### config.mk
export PLATFORM = sky130hd
export DESIGN_NAME = pst_cell
export DESIGN_NICKNAME = d
export VERILOG_FILES = /design/src/rtl/pst_pkg.sv /design/src/rtl/pst_cell.sv
export SDC_FILE = /design/constraint.sdc
export NUM_CORES = 1
export LEC_CHECK = 0
export BUFFER_PORTS_ARGS = -buffer_cell sky130_fd_sc_hd__buf_2
export CAP_MARGIN = 10
export CORE_MARGIN = 4
export CORE_UTILIZATION = 27
export CTS_CLUSTER_SIZE = 16
export DETAILED_ROUTE_END_ITERATION = 10
export PLACE_DENSITY = 0.53
export RECOVER_POWER = 25
export SLEW_MARGIN = 40
export SYNTH_ARGS = -nofsm -noshare
export SYNTH_HDL_FRONTEND = slang
export SYNTH_SLANG_ARGS = --single-unit
export TNS_END_PERCENT = 1
### constraint.sdc
create_clock -name clock -period 0.9 [get_ports clock]
set_clock_uncertainty 0.1 [all_clocks]
set_input_delay 0.18 -clock clock [delete_from_list [all_inputs] [get_ports clock]]
set_output_delay 0.18 -clock clock [all_outputs]
set_load 0.02 [all_outputs]
### src/rtl/pst_pkg.sv
// ----------------------------------------------------------------------------
// Prefix subscription table package
// Shared constants, item types, codes and sequencer states.
// ----------------------------------------------------------------------------
package pst_pkg;

   localparam int ENTRIES_DEF   = 64;
   localparam int NAME_BITS_DEF = 128;
   localparam int NAME_MAX      = 128;
   localparam int LEN_W         = 8;
   localparam int SUB_W         = 64;
   localparam int HALF_W        = 64;

   typedef enum logic [1:0] {
      OP_ADD,
      OP_REMOVE,
      OP_LOOKUP,
      OP_NONE
   } op_type;

   typedef enum logic [2:0] {
      ST_DONE,
      ST_DUP,
      ST_FULL,
      ST_NOTFOUND,
      ST_MATCH
   } status_type;

   typedef enum logic [1:0] {
      S_IDLE,
      S_SCAN,
      S_FINISH
   } state_type;

   typedef struct packed {
      op_type             op;
      logic [HALF_W-1:0]  name_high;
      logic [HALF_W-1:0]  name_low;
      logic [LEN_W-1:0]   prefix_len;
      logic [SUB_W-1:0]   subscriber;
   } req_type;

   typedef struct packed {
      status_type         status;
      logic [SUB_W-1:0]   match_subscriber;
      logic [LEN_W-1:0]   match_len;
      logic               last;
   } rsp_type;

endpackage

### src/rtl/pst_cell.sv
// ----------------------------------------------------------------------------
// Prefix subscription table cell
// One table entry; takes its neighbour's entry on every shift.
// ----------------------------------------------------------------------------
module pst_cell import pst_pkg::*; #(
   parameter int NAME_BITS = NAME_BITS_DEF
) (
   input  logic                 clock,
   input  logic                 reset,
   input  logic                 shift,
   input  logic                 in_valid,
   input  logic [NAME_BITS-1:0] in_prefix,
   input  logic [LEN_W-1:0]     in_len,
   input  logic [SUB_W-1:0]     in_sub,
   output logic                 out_valid,
   output logic [NAME_BITS-1:0] out_prefix,
   output logic [LEN_W-1:0]     out_len,
   output logic [SUB_W-1:0]     out_sub
);

   logic                 valid_ff;
   logic [NAME_BITS-1:0] prefix_ff;
   logic [LEN_W-1:0]     len_ff;
   logic [SUB_W-1:0]     sub_ff;

   always_ff @(posedge clock) begin
      if (reset) begin
         valid_ff <= 1'b0;
      end else if (shift) begin
         valid_ff <= in_valid;
      end
   end

   always_ff @(posedge clock) begin
      if (shift) begin
         prefix_ff <= in_prefix;
         len_ff    <= in_len;
         sub_ff    <= in_sub;
      end
   end

   assign out_valid  = valid_ff;
   assign out_prefix = prefix_ff;
   assign out_len    = len_ff;
   assign out_sub    = sub_ff;

endmodule

==> flow_summary_export.csv, run 1 <==
group,metric,value,unit
placed_design,port_buffers,404,
clocking,clkSinkCount,201,
placed_design,globalplace.congestion,0.7484,
clocking,htree_levels,1,
floorplan,initial_core_util,0.2759,
run_status,tool.error,"[ERROR RSZ-0060] Max buffer count reached.",
synth,ys_warn_count,0,
synth,synth_nets,407,
floorplan,rows,54,
placed_design,hpwl,13590,um
clocking,post_cts_resize_count,25,
placed_design,place_area,8581,um2
floorplan,io-pin-count,405,
synth,syn-instance-count,203,
floorplan,die_w,157.6,um
clocking,hold_buffers,190,
run_status,status,"stopped before the end",
clocking,post_cts.repair.setup_buffers,0,
clocking,cts_root_buf,"clkbuf_16",
synth,ys_seq_area_frac,0.9977,
run_status,haltStage,"4_1_cts",
synth,synth_cell_types,4,
clocking,cts_buffer_depth,3,
floorplan,die_h,157.6,um
synth,synth_seq_cells,201,
clocking,cts_buffers,22,
synth,synth_area,6040,um2
placed_design,dp.cells,905,
synth,avgSynthCellArea,29.75,um2
[metrics by stage]
stage / setup TNS [ns] / setup slack (ns)
3_3_place_gp: -31.06 / -0.1971
3_5_place_dp: -33.27 / -0.2154
2_1_floorplan: 0 / 0.1546
[kinds of logic after synthesis]
logic type / Yosys count / synth area share
flip-flops: 201 / 0.9977
multiplexers: 1 / 0.001657
AND/OR/NAND/NOR: 1 / 0.0006209
[synthesized netlist by cell type]
| cell type | n | area (um2) |
|---|---|---|
| edfxtp_1 | 200 | 6006 |
| dfxtp_1 | 1 | 20.02 |
| mux2i_1 | 1 | 10.01 |
| nor2_1 | 1 | 3.750 |
==> inputs of run 2 (changes only) <==
--- a/config.mk
+++ b/config.mk
@@ -8,10 +8,9 @@
 export BUFFER_PORTS_ARGS = -buffer_cell sky130_fd_sc_hd__buf_2
 export CAP_MARGIN = 10
 export CORE_MARGIN = 4
-export CORE_UTILIZATION = 27
-export CTS_CLUSTER_SIZE = 16
+export CORE_UTILIZATION = 20
 export DETAILED_ROUTE_END_ITERATION = 10
-export PLACE_DENSITY = 0.53
+export PLACE_DENSITY_LB_ADDON = 0.15
 export RECOVER_POWER = 25
 export SLEW_MARGIN = 40
 export SYNTH_ARGS = -nofsm -noshare
==> run 2 against run 1 <==
  * The flow now finishes, with violations (setup timing)
  * Synthesized area stayed put
  * Synthesized cell count stayed put
==> flow_summary_export.csv, run 2 <==
group,metric,value,unit
global_route,grt_pass1_vias,5215,
detailed_routing,detail_route.iter0.violations,104,
detailed_routing,drc,0,
timing,setup_viol,202,
synth,ys_seq_area_frac,0.9977,
synth,ys.flop_type,"edfxtp_1",
critical_path,slowest_stage,"edfxtp_1",
power,p_per_area,2059,nW/um2
clocking,clkTransAtPathRegs,0.06,ns
power,power,24040,uW
critical_path,start_kind,"flop",
critical_path,slowest_delay,0.42,ns
synth,synth_edf_count,200,
min_path,hp-class,"in2reg",
critical_path,worstPathMaxFanout,1,
layout,fill_cells,2773,
detailed_routing,routedWlPerCell,15.58,um
critical_path,crit_cells,1,
job,drv_cap,0,
placed_design,hpwl,14530,um
floorplan,die_w,181.8,um
clocking,tritoncts,"built",
floorplan,initial_core_util,0.2032,
run_status,failed_checks,"setup timing",
layout,layout-drive-gt1-share,0.5236,
layout,antenna_cells,0,
global_route,grtUsageMet2,0.2076,
floorplan,coreArea,29720,um2
global_route,use_met1,0.1154,
timing,period_share,1.509,
critical_path,worstRegToRegCells,2,
global_route,busiest_layer,"met2",
synth,synth_most_common_cell,"edfxtp_1",
detailed_routing,wl,19590,um
timing,finalHoldViolations,0,
global_route,antenna_found_initial,2,
critical_path,r2r-end,"out_valid",
global_route,track_usage,0.1126,
timing,fin_tns_setup,-82.02,ns
critical_path,required,0.62,ns
critical_path,cp_num_buf_inv,1,
timing,relSlewSlack,0.6058,
synth,synth_area,6040,um2
layout,syn2layout_area_growth,93.33,%
timing,finalWorstSetupSlack,-0.4584,ns
detailed_routing,routed_via_density,3.639,
synth,syn-instance-count,203,
synth,netlist_top_cells_count,"200 x edfxtp_1, 1 x dfxtp_1, 1 x mux2i_1, 1 x nor2_1",
critical_path,cp.arrival,1.08,ns
critical_path,r2r_slack,0.17,ns
detailed_routing,num_vias,4574,
synth,synth_nets,407,
critical_path,startpoint,"out_sub[0]",
global_route,grt_pass1_wl,29220,um
power,ir_drop,1.233,mV
critical_path,r2r_start,"out_valid",
timing,max_freq,0.7362,GHz
synth,synth_top_area_cell,"edfxtp_1",
detailed_routing,drt_first_pass_iters,4,
timing,worstMarginPinSlew,0.5913,ns
critical_path,cp-end-kind,"output pin",
synth,synth_cell_types,4,
floorplan,die_h,181.8,um
clocking,htree_levels,1,
power,p_leak,0.004934,uW
floorplan,die_area,33040,um2
layout,largest_register_ffs,128,
critical_path,crit_chain,"buf_6",
synth,ys_warn_count,0,
synth,synthTopCellsByArea,"edfxtp_1 99%, dfxtp_1 0.33%, mux2i_1 0.17%, nor2_1 0.062%",
timing,final_max_slew_viol_count,0,
timing,rsz0062_at_grt,"yes",
synth,avgSynthCellArea,29.75,um2
clocking,cts_root_buf,"clkbuf_16",
floorplan,rows,63,
detailed_routing,ant_nets,0,
clocking,cts_buffer_depth,3,
global_route,grt_max_degree,34,
synth,ys_async_sr_fraction,0,
timing,fin_crit,1.358,ns
layout,fin_nets,1053,
run_status,status,"finished with violations",
clocking,insertion_delay,0.50,ns
global_route,grt_overflow,0,
floorplan,io-pin-count,405,
layout,mostFrequentLayoutCells,"378 x buf_2, 202 x dlygate4sd3_1, 200 x edfxtp_1",
critical_path,critPathCapture,"out_sub[0]",
placed_design,globalplace.congestion,0.7725,
clocking,cts_buffers,24,
global_route,globalRouteMet3Util,0.04708,
synth,yosys.area.top_type_share,0.9944,
critical_path,cp_top_family,"flip-flops",
synth,synth_seq_cells,201,
placed_design,port_buffers,404,
layout,layout_commonest_cell,"buf_2",
clocking,clkSinkCount,201,
critical_path,path_class,"reg2out",
[run 2: cell counts after synthesis]
No cell type changed its count.
[run 2: kinds of logic (layout without fill, tap and decap cells)]
logic type	after synthesis	count (layout)	synth area share
buf+inv	0	664	0
mux	1	1	0.001657
simple gates	1	1	0.0006209
flops	201	201	0.9977
[run 2: how the worst min path moves through the flow]
stage	cells past startpoint	endpoint	slack, ns	startpoint
after detailed placement	1	out_prefix[37]	0.26	in_prefix[37]
after CTS	2	out_sub[25]	0.12	shift
after global routing	2	out_sub[30]	0.26	in_sub[30]
after floorplan	1	out_valid	0.15	reset
after global placement	1	out_prefix[52]	0.26	in_prefix[52]
final	2	out_prefix[112]	0.28	in_prefix[112]
[run 2: final cells by class]
type,count,area [um2],share of cell area
multi-input cells,2,13.76,0.001179
repair buffers,620,4360,0.3734
well taps,390,488.0,0.04179
clock buffers,27,633.1,0.05422
flip-flops and latches,201,6027,0.5162
clock inverters,17,153.9,0.01318
[run 2: what timing repair did]
| action | in CTS | in global routing |
|---|---|---|
| endpoints found under the hold margin | 201 | 0 |
| endpoints found under the setup margin | 201 | 201 |
| hold buffers | 202 | 0 |
| setup buffers | 0 | 0 |
| gates resized for setup | 37 | 17 |
[run 2: metrics by stage]
stage / cells / util / hold WS, ns / cell area, um2 / setup slack [ns]
5_1_grt: 1257 / 0.3929 / 0.2583 / 11680 / -0.5150
3_3_place_gp: 1011 / 0.2936 / 0.2565 / 8726 / -0.2282
4_1_cts: 1257 / 0.3920 / 0.1237 / 11650 / -0.5199
3_5_place_dp: 1011 / 0.2936 / 0.2581 / 8726 / -0.2345
2_1_floorplan: 203 / - / 0.1524 / 6040 / 0.1546
6_report: 1257 / 0.3929 / 0.2799 / 11680 / -0.4584
[run 2: layer usage]
| metal | up-vias | routed length, um |
|---|---|---|
| li1 | 2128 | - |
| met1 | 2151 | 6589 |
| met2 | 254 | 10220 |
| met3 | 37 | 2173 |
| met4 | 4 | 592 |
| met5 | - | 16 |
[run 2: worst reg2reg max path, cell delays in order, from the launching register on]
cell	delay, ns
dfxtp_2	0.32
mux2i_1	0.14
nor2_1	0.06
[run 2: power breakdown]
part | internal (uW) | switching [uW]
Combinational | 1510 | 1720
Clock | 5880 | 3600
Sequential | 11100 | 209
Total | 18500 | 5520
No activity file was read; power rests on OpenSTA's default activity.
