File: src/rtl/pst_pkg.sv
// ----------------------------------------------------------------------------
// Prefix subscription table package
// Shared constants, item types, codes and sequencer states.
// ----------------------------------------------------------------------------
package pst_pkg;

   localparam int ENTRIES_DEF   = 64;
   localparam int NAME_BITS_DEF = 128;
   localparam int NAME_MAX      = 128;
   localparam int LEN_W         = 8;
   localparam int SUB_W         = 64;
   localparam int HALF_W        = 64;

   typedef enum logic [1:0] {
      OP_ADD,
      OP_REMOVE,
      OP_LOOKUP,
      OP_NONE
   } op_type;

   typedef enum logic [2:0] {
      ST_DONE,
      ST_DUP,
      ST_FULL,
      ST_NOTFOUND,
      ST_MATCH
   } status_type;

   typedef enum logic [1:0] {
      S_IDLE,
      S_SCAN,
      S_FINISH
   } state_type;

   typedef struct packed {
      op_type             op;
      logic [HALF_W-1:0]  name_high;
      logic [HALF_W-1:0]  name_low;
      logic [LEN_W-1:0]   prefix_len;
      logic [SUB_W-1:0]   subscriber;
   } req_type;

   typedef struct packed {
      status_type         status;
      logic [SUB_W-1:0]   match_subscriber;
      logic [LEN_W-1:0]   match_len;
      logic               last;
   } rsp_type;

endpackage

File: src/rtl/pst_ctrl.sv
// ----------------------------------------------------------------------------
// Prefix subscription table sequencer
// Rotates the cell chain once per item and works on the entry at its head.
// ----------------------------------------------------------------------------
module pst_ctrl import pst_pkg::*; #(
   parameter int ENTRIES   = ENTRIES_DEF,
   parameter int NAME_BITS = NAME_BITS_DEF
) (
   input  logic                 clock,
   input  logic                 reset,
   input  logic                 start,
   output logic                 busy,
   input  req_type              req_item,
   output logic                 rsp_valid,
   output rsp_type              rsp_item,
   input  logic                 head_valid,
   input  logic [NAME_BITS-1:0] head_prefix,
   input  logic [LEN_W-1:0]     head_len,
   input  logic [SUB_W-1:0]     head_sub,
   input  logic                 next_valid,
   input  logic [NAME_BITS-1:0] next_prefix,
   input  logic [LEN_W-1:0]     next_len,
   input  logic [SUB_W-1:0]     next_sub,
   input  logic                 last_valid,
   output logic                 shift,
   output logic                 tail_valid,
   output logic [NAME_BITS-1:0] tail_prefix,
   output logic [LEN_W-1:0]     tail_len,
   output logic [SUB_W-1:0]     tail_sub
);

   localparam int                CW       = (ENTRIES > 1) ? $clog2(ENTRIES) : 1;
   localparam logic [CW-1:0]     LAST_IDX = CW'(ENTRIES - 1);
   localparam logic [LEN_W-1:0]  NB_LEN   = LEN_W'(NAME_BITS);

   function automatic logic [NAME_BITS-1:0] len_mask(input logic [LEN_W-1:0] l);
      len_mask = ~({NAME_BITS{1'b1}} >> l);
   endfunction

   state_type            state_ff, state_in;
   logic [CW-1:0]        count_ff, count_in;
   op_type               op_ff, op_in;
   logic [NAME_BITS-1:0] key_prefix_ff, key_prefix_in;
   logic [LEN_W-1:0]     key_len_ff, key_len_in;
   logic [SUB_W-1:0]     key_sub_ff, key_sub_in;
   logic                 full_ff, full_in;
   logic                 dup_ff, dup_in;
   logic                 gone_ff, gone_in;
   logic                 carry_valid_ff, carry_valid_in;
   logic [NAME_BITS-1:0] carry_prefix_ff, carry_prefix_in;
   logic [LEN_W-1:0]     carry_len_ff, carry_len_in;
   logic [SUB_W-1:0]     carry_sub_ff, carry_sub_in;
   logic                 pend_valid_ff, pend_valid_in;
   logic [LEN_W-1:0]     pend_len_ff, pend_len_in;
   logic [SUB_W-1:0]     pend_sub_ff, pend_sub_in;
   logic                 rsp_valid_ff, rsp_valid_in;
   rsp_type              rsp_ff, rsp_in;

   logic                   accept;
   logic [NAME_MAX-1:0]    name_full;
   logic [NAME_BITS-1:0]   name_nb;
   logic [LEN_W-1:0]       len_sat;
   logic [NAME_BITS-1:0]   req_mask;
   logic                   triple;
   logic                   hit;
   logic                   carry_less;

   assign accept    = start && (state_ff == S_IDLE);
   assign name_full = {req_item.name_high, req_item.name_low};
   assign name_nb   = name_full[NAME_MAX-1 -: NAME_BITS];
   assign len_sat   = (req_item.prefix_len > NB_LEN) ? NB_LEN : req_item.prefix_len;
   assign req_mask  = (req_item.op == OP_ADD || req_item.op == OP_REMOVE) ?
                      len_mask(len_sat) : {NAME_BITS{1'b1}};

   assign triple = head_valid && (head_prefix == key_prefix_ff) &&
                   (head_len == key_len_ff) && (head_sub == key_sub_ff);
   assign hit    = head_valid &&
                   (((head_prefix ^ key_prefix_ff) & len_mask(head_len)) == '0);
   assign carry_less = carry_valid_ff &&
                       (!head_valid || ({carry_len_ff, carry_sub_ff} < {head_len, head_sub}));

   always_comb begin
      state_in = state_ff;
      case (state_ff)
         S_IDLE: begin
            if (accept) state_in = S_SCAN;
         end
         S_SCAN: begin
            if (count_ff == LAST_IDX) state_in = S_FINISH;
         end
         S_FINISH: begin
            state_in = S_IDLE;
         end
         default: begin
            state_in = S_IDLE;
         end
      endcase
   end

   always_comb begin
      count_in        = count_ff;
      op_in           = op_ff;
      key_prefix_in   = key_prefix_ff;
      key_len_in      = key_len_ff;
      key_sub_in      = key_sub_ff;
      full_in         = full_ff;
      dup_in          = dup_ff;
      gone_in         = gone_ff;
      carry_valid_in  = carry_valid_ff;
      carry_prefix_in = carry_prefix_ff;
      carry_len_in    = carry_len_ff;
      carry_sub_in    = carry_sub_ff;
      pend_valid_in   = pend_valid_ff;
      pend_len_in     = pend_len_ff;
      pend_sub_in     = pend_sub_ff;
      rsp_valid_in    = 1'b0;
      rsp_in          = '0;
      shift           = 1'b0;
      tail_valid      = head_valid;
      tail_prefix     = head_prefix;
      tail_len        = head_len;
      tail_sub        = head_sub;
      case (state_ff)
         S_IDLE: begin
            if (accept) begin
               count_in        = '0;
               op_in           = req_item.op;
               key_prefix_in   = name_nb & req_mask;
               key_len_in      = len_sat;
               key_sub_in      = req_item.subscriber;
               full_in         = last_valid;
               dup_in          = 1'b0;
               gone_in         = 1'b0;
               carry_valid_in  = (req_item.op == OP_ADD) && !last_valid;
               carry_prefix_in = name_nb & req_mask;
               carry_len_in    = len_sat;
               carry_sub_in    = req_item.subscriber;
               pend_valid_in   = 1'b0;
            end
         end
         S_SCAN: begin
            shift    = 1'b1;
            count_in = count_ff + CW'(1);
            case (op_ff)
               OP_ADD: begin
                  if (triple) begin
                     dup_in         = 1'b1;
                     carry_valid_in = 1'b0;
                  end else if (carry_less) begin
                     tail_valid      = 1'b1;
                     tail_prefix     = carry_prefix_ff;
                     tail_len        = carry_len_ff;
                     tail_sub        = carry_sub_ff;
                     carry_valid_in  = head_valid;
                     carry_prefix_in = head_prefix;
                     carry_len_in    = head_len;
                     carry_sub_in    = head_sub;
                  end
               end
               OP_REMOVE: begin
                  if (gone_ff || triple) begin
                     gone_in     = 1'b1;
                     tail_valid  = (count_ff == LAST_IDX) ? 1'b0 : next_valid;
                     tail_prefix = next_prefix;
                     tail_len    = next_len;
                     tail_sub    = next_sub;
                  end
               end
               OP_LOOKUP: begin
                  if (hit) begin
                     if (pend_valid_ff) begin
                        rsp_valid_in            = 1'b1;
                        rsp_in.status           = ST_MATCH;
                        rsp_in.match_subscriber = pend_sub_ff;
                        rsp_in.match_len        = pend_len_ff;
                        rsp_in.last             = 1'b0;
                     end
                     pend_valid_in = 1'b1;
                     pend_len_in   = head_len;
                     pend_sub_in   = head_sub;
                  end
               end
               default: begin
               end
            endcase
         end
         S_FINISH: begin
            rsp_valid_in  = 1'b1;
            rsp_in.last   = 1'b1;
            rsp_in.status = ST_NOTFOUND;
            case (op_ff)
               OP_ADD: begin
                  if (dup_ff)       rsp_in.status = ST_DUP;
                  else if (full_ff) rsp_in.status = ST_FULL;
                  else              rsp_in.status = ST_DONE;
               end
               OP_REMOVE: begin
                  if (gone_ff) rsp_in.status = ST_DONE;
               end
               OP_LOOKUP: begin
                  if (pend_valid_ff) begin
                     rsp_in.status           = ST_MATCH;
                     rsp_in.match_subscriber = pend_sub_ff;
                     rsp_in.match_len        = pend_len_ff;
                  end
               end
               default: begin
               end
            endcase
         end
         default: begin
         end
      endcase
   end

   always_ff @(posedge clock) begin
      if (reset) begin
         state_ff     <= S_IDLE;
         rsp_valid_ff <= 1'b0;
      end else begin
         state_ff     <= state_in;
         rsp_valid_ff <= rsp_valid_in;
      end
   end

   always_ff @(posedge clock) begin
      count_ff        <= count_in;
      op_ff           <= op_in;
      key_prefix_ff   <= key_prefix_in;
      key_len_ff      <= key_len_in;
      key_sub_ff      <= key_sub_in;
      full_ff         <= full_in;
      dup_ff          <= dup_in;
      gone_ff         <= gone_in;
      carry_valid_ff  <= carry_valid_in;
      carry_prefix_ff <= carry_prefix_in;
      carry_len_ff    <= carry_len_in;
      carry_sub_ff    <= carry_sub_in;
      pend_valid_ff   <= pend_valid_in;
      pend_len_ff     <= pend_len_in;
      pend_sub_ff     <= pend_sub_in;
      rsp_ff          <= rsp_in;
   end

   assign busy      = (state_ff != S_IDLE);
   assign rsp_valid = rsp_valid_ff;
   assign rsp_item  = rsp_ff;

endmodule

File: config.mk
export PLATFORM = sky130hd
export DESIGN_NAME = pst_ctrl
export DESIGN_NICKNAME = d
export VERILOG_FILES = /design/src/rtl/pst_pkg.sv /design/src/rtl/pst_ctrl.sv
export SDC_FILE = /design/constraint.sdc
export NUM_CORES = 2
export LEC_CHECK = 0
export BUFFER_PORTS_ARGS = -buffer_cell sky130_fd_sc_hd__buf_2
export CORE_AREA = 2 2 343 345
export CTS_BUF_LIST = sky130_fd_sc_hd__clkbuf_4 sky130_fd_sc_hd__clkbuf_8 sky130_fd_sc_hd__clkbuf_16
export DETAILED_ROUTE_END_ITERATION = 8
export DIE_AREA = 0 0 345 347
export HOLD_SLACK_MARGIN = 0.03
export PLACE_DENSITY = 0.6
export SYNTH_ARGS = -nofsm -noshare
export SYNTH_HDL_FRONTEND = slang
export SYNTH_SLANG_ARGS = --single-unit
File: constraint.sdc
create_clock -name clock -period 31.4 [get_ports clock]
set_input_delay 6.28 -clock clock [delete_from_list [all_inputs] [get_ports clock]]
set_output_delay 6.28 -clock clock [all_outputs]
set_load 0.01 [all_outputs]
==> results.py <==
metrics = {
    "run_status": {
        "outcome": "finished, violations left",
        "violations": "max-slew violations",
    },
    "sta": {
        "period_share": 0.592,
        "clock.fmax_mhz": 53.8,
        "setup_viol": 0,
        "maxSlewViolCount": 59,
        "fin_skew_ps": 23.8,
        "tns_ps": 0,
        "period_minus_slack_ps": 18590,
        "hold_violations": 0,
        "slew-limit-headroom": -0.120,
        "worst_slew_pin_slew_ps": 1680,
        "setup_slack_ps": 12810,
        "whs_ps": 490,
        "grt_setup_unrepaired": "no",
    },
    "drt": {
        "dr.pass1.iters": 6,
        "vias": 31379,
        "avgRoutedWirePerCell_um": 35.2,
        "wirelength_um": 193000,
        "first_iter_violations": 2914,
        "drc": 0,
        "final_antenna_net_count": 0,
        "vias_per_cell": 5.71,
    },
    "flow_run": {
        "maxCapViolCount": 0,
    },
    "placed_design": {
        "pre_cts_ws_ps": 12830,
        "hpwl_um": 151000,
        "port-buffer-count": 887,
        "gp_congestion": 0.978,
        "dpl_cell_area_sq_um": 38400,
        "placedCellCount": 5328,
    },
    "clock_tree": {
        "clk_path_buf_depth": 3,
        "path_clk_slew_ps": 50,
        "tritoncts": "yes",
        "cts_sinks": 564,
        "postCtsHoldBufs": 0,
        "htreeDepth": 3,
        "cts-root-buf": "clkbuf_16",
        "clock_latency_ps": 650,
        "cts_resized": 0,
        "cts_buffers": 73,
        "post-cts-setup-buffer-count": 0,
    },
    "final_layout": {
        "final_net_count": 4562,
        "seqCellArea_sq_um": 16100,
        "fillers": 11843,
        "fin_area_sq_um": 40900,
        "drive_gt1_frac": 0.342,
        "multi_input_area_sq_um": 14600,
        "utilization": 0.353,
        "final_cell_count_no_fill": 5493,
        "syn2layout_area_growth_pct": 25.4,
    },
    "worst_setup_path": {
        "path_class": "input port to primary output",
        "crit_fanout": 63,
        "cp_cell_sequence": "buf_2 > xor2_1 > nor4_1 > nand4_1 > nor3_1 > nand4_2 > o21ai_4 > buf_4 > buf_4 > nand3_1 > o311ai_1 > buf_2",
        "cpLargestDelayFamily": "simple AND/OR/NAND/NOR gates",
        "max_stage_delay_ps": 880,
        "cp.buffers_inverters": 4,
        "cp.required_ps": 25120,
        "critPathSlowestCell": "nor4_1",
        "crit_arrival_ps": 12310,
        "worstSetupEndpointType": "primary output",
        "rr_worst_depth": 9,
        "cp-start-kind": "input port",
        "path_depth": 12,
    },
    "power_and_ir_drop": {
        "p_int_mw": 1.53,
        "swShare": 0.312,
        "power_mw": 2.23,
        "ir_drop_mv": 0.0342,
        "p_per_area_nw_per_um2": 54.5,
        "p_leak_nw": 15.7,
        "power_frac_comb": 0.210,
        "seq_power_share": 0.411,
        "p_sw_mw": 0.696,
        "clkPwrFrac": 0.379,
    },
    "logic_synthesis": {
        "yosys_warnings": 0,
        "synthFlopType": "edfxtp_1",
        "synth_top_cell_area_share": 0.447,
        "synth.avg_cell_area_sq_um": 10.5,
        "synth_area_sq_um": 32600,
        "synth_xor_area_frac": 0.0468,
        "synth_cell_types": 78,
        "synth_nets": 3787,
        "yosysTopAreaCell": "edfxtp_1",
        "synth_top_family_by_area": "compound AO/OA/AOI/OAI gates",
        "synthTopCellsByCount": "edfxtp_1 (485), nand3_1 (413), inv_1 (217), clkbuf_1 (185), mux2_2 (185)",
        "synth-adder-area-share": 0.0288,
        "yosysSeqAreaShare": 0.496,
        "synth_enable_flop_cells": 485,
        "yosys-mux-area-fraction": 0.0646,
        "synth_compound_area_frac": 0.164,
        "synth-seq-cells": 564,
        "async_flop_share": 0,
        "netlist_instances": 3104,
        "synth_area_leaders": "edfxtp_1 (45%), mux2_2 (6.4%), nand3_1 (6.3%)",
        "synthSimpleGateAreaFrac": 0.143,
        "synthMostInstantiatedCell": "edfxtp_1",
    },
    "global_route": {
        "antenna_found_initial": 64,
        "grt_max_degree": 143,
        "grt_pass1_vias": 31011,
        "grt_pass1_wl_um": 258000,
        "grt_overflow": 0,
        "track_usage": 0.310,
    },
    "hold_path": {
        "hp-class": "register to register",
        "hold_depth": 2,
    },
    "floorplanning": {
        "coreArea_sq_um": 116000,
        "dieArea_sq_um": 120000,
        "start_util": 0.281,
        "ios": 888,
        "core.rowCount": 125,
        "dieHeight_um": 347,
        "die_w_um": 345,
    },
}
-- logic make-up after synthesis --
| family | after synthesis |
|---|---|
| DFF | 564 |
| buffers and inverters | 466 |
| and+or+nand+nor | 918 |
| AOI/OAI and AO/OA | 720 |
| xor gates and xnor gates | 174 |
| muxes | 187 |
| adders and majority gates | 75 |
-- final cells by class --
class / count / share of cell area
diodes: 42 / 0.00257
clock buffers: 98 / 0.0515
clock inverters: 25 / 0.00551
inverters: 222 / 0.0206
multi-input cells: 2074 / 0.358
flip-flops and latches: 564 / 0.395
well taps: 1524 / 0.0467
repair buffers: 944 / 0.120
-- state kept, by name, summed over array words and instances (netlist names) --
name             flops
rsp_valid            1
op_ff                2
dup_ff               1
key_prefix_ff      128
state_ff             2
gone_ff              1
pend_valid_ff        1
carry_len_ff         8
carry_valid_ff       1
carry_prefix_ff    128
full_ff              1
pend_len_ff          8
key_sub_ff          64
carry_sub_ff        64
rsp_item            76
count_ff             6
pend_sub_ff         64
key_len_ff           8
-- power by group through the flow --
| stage | logic [mW] | registers [mW] | clock network [mW] |
|---|---|---|---|
| detailed placement | 0.462 | 0.930 | 0 |
| finish | 0.468 | 0.916 | 0.845 |
| floorplan | 0.229 | 0.936 | 0 |
| global placement | 0.462 | 0.929 | 0 |
| CTS | 0.465 | 0.915 | 0.856 |
| global route | 0.489 | 0.920 | 0.882 |
-- tightest hold or removal path: stages, from the launching register on --
cell      delay (ps)
edfxtp_1         320
nand2_1           50
a21oi_2           80
-- placed cells by master, fill, tap and decap left out, types with 27 or more instances in the layout --
cell         n
buf_2      887
edfxtp_1   485
nand3_1    413
inv_1      216
mux2_2     185
o311ai_1   181
nand2_1    160
a21oi_1    108
xor2_1     107
o21ai_0     99
nor2_1      92
dfxtp_1     79
clkbuf_16   76
ha_1        74
xnor2_1     67
a21oi_2     61
o21a_1      56
buf_4       55
and2_1      44
nand2b_1    43
diode_2     42
nand4_1     36
o2111ai_1   28
nor2b_1     27
nor4_1      27
-- routing by layer --
layer | global-route usage | vias up | wire length [um]
met5 | 0 | - | 252
met4 | 0.173 | 38 | 11900
met3 | 0.0590 | 448 | 14300
met2 | 0.537 | 1891 | 94900
met1 | 0.361 | 15688 | 72000
li1 | - | 13314 | -
-- path summary, 6_finish.rpt --
check / from / endpoint / slack [ps]
max: head_len[6] / tail_prefix[3] / 12810
max reg2reg: key_len_ff[6] / carry_prefix_ff[28] / 25710
min reg2reg: pend_sub_ff[35] / rsp_item[44] / 490
min: pend_sub_ff[35] / rsp_item[44] / 490
No activity file was read; power rests on OpenSTA's default activity.
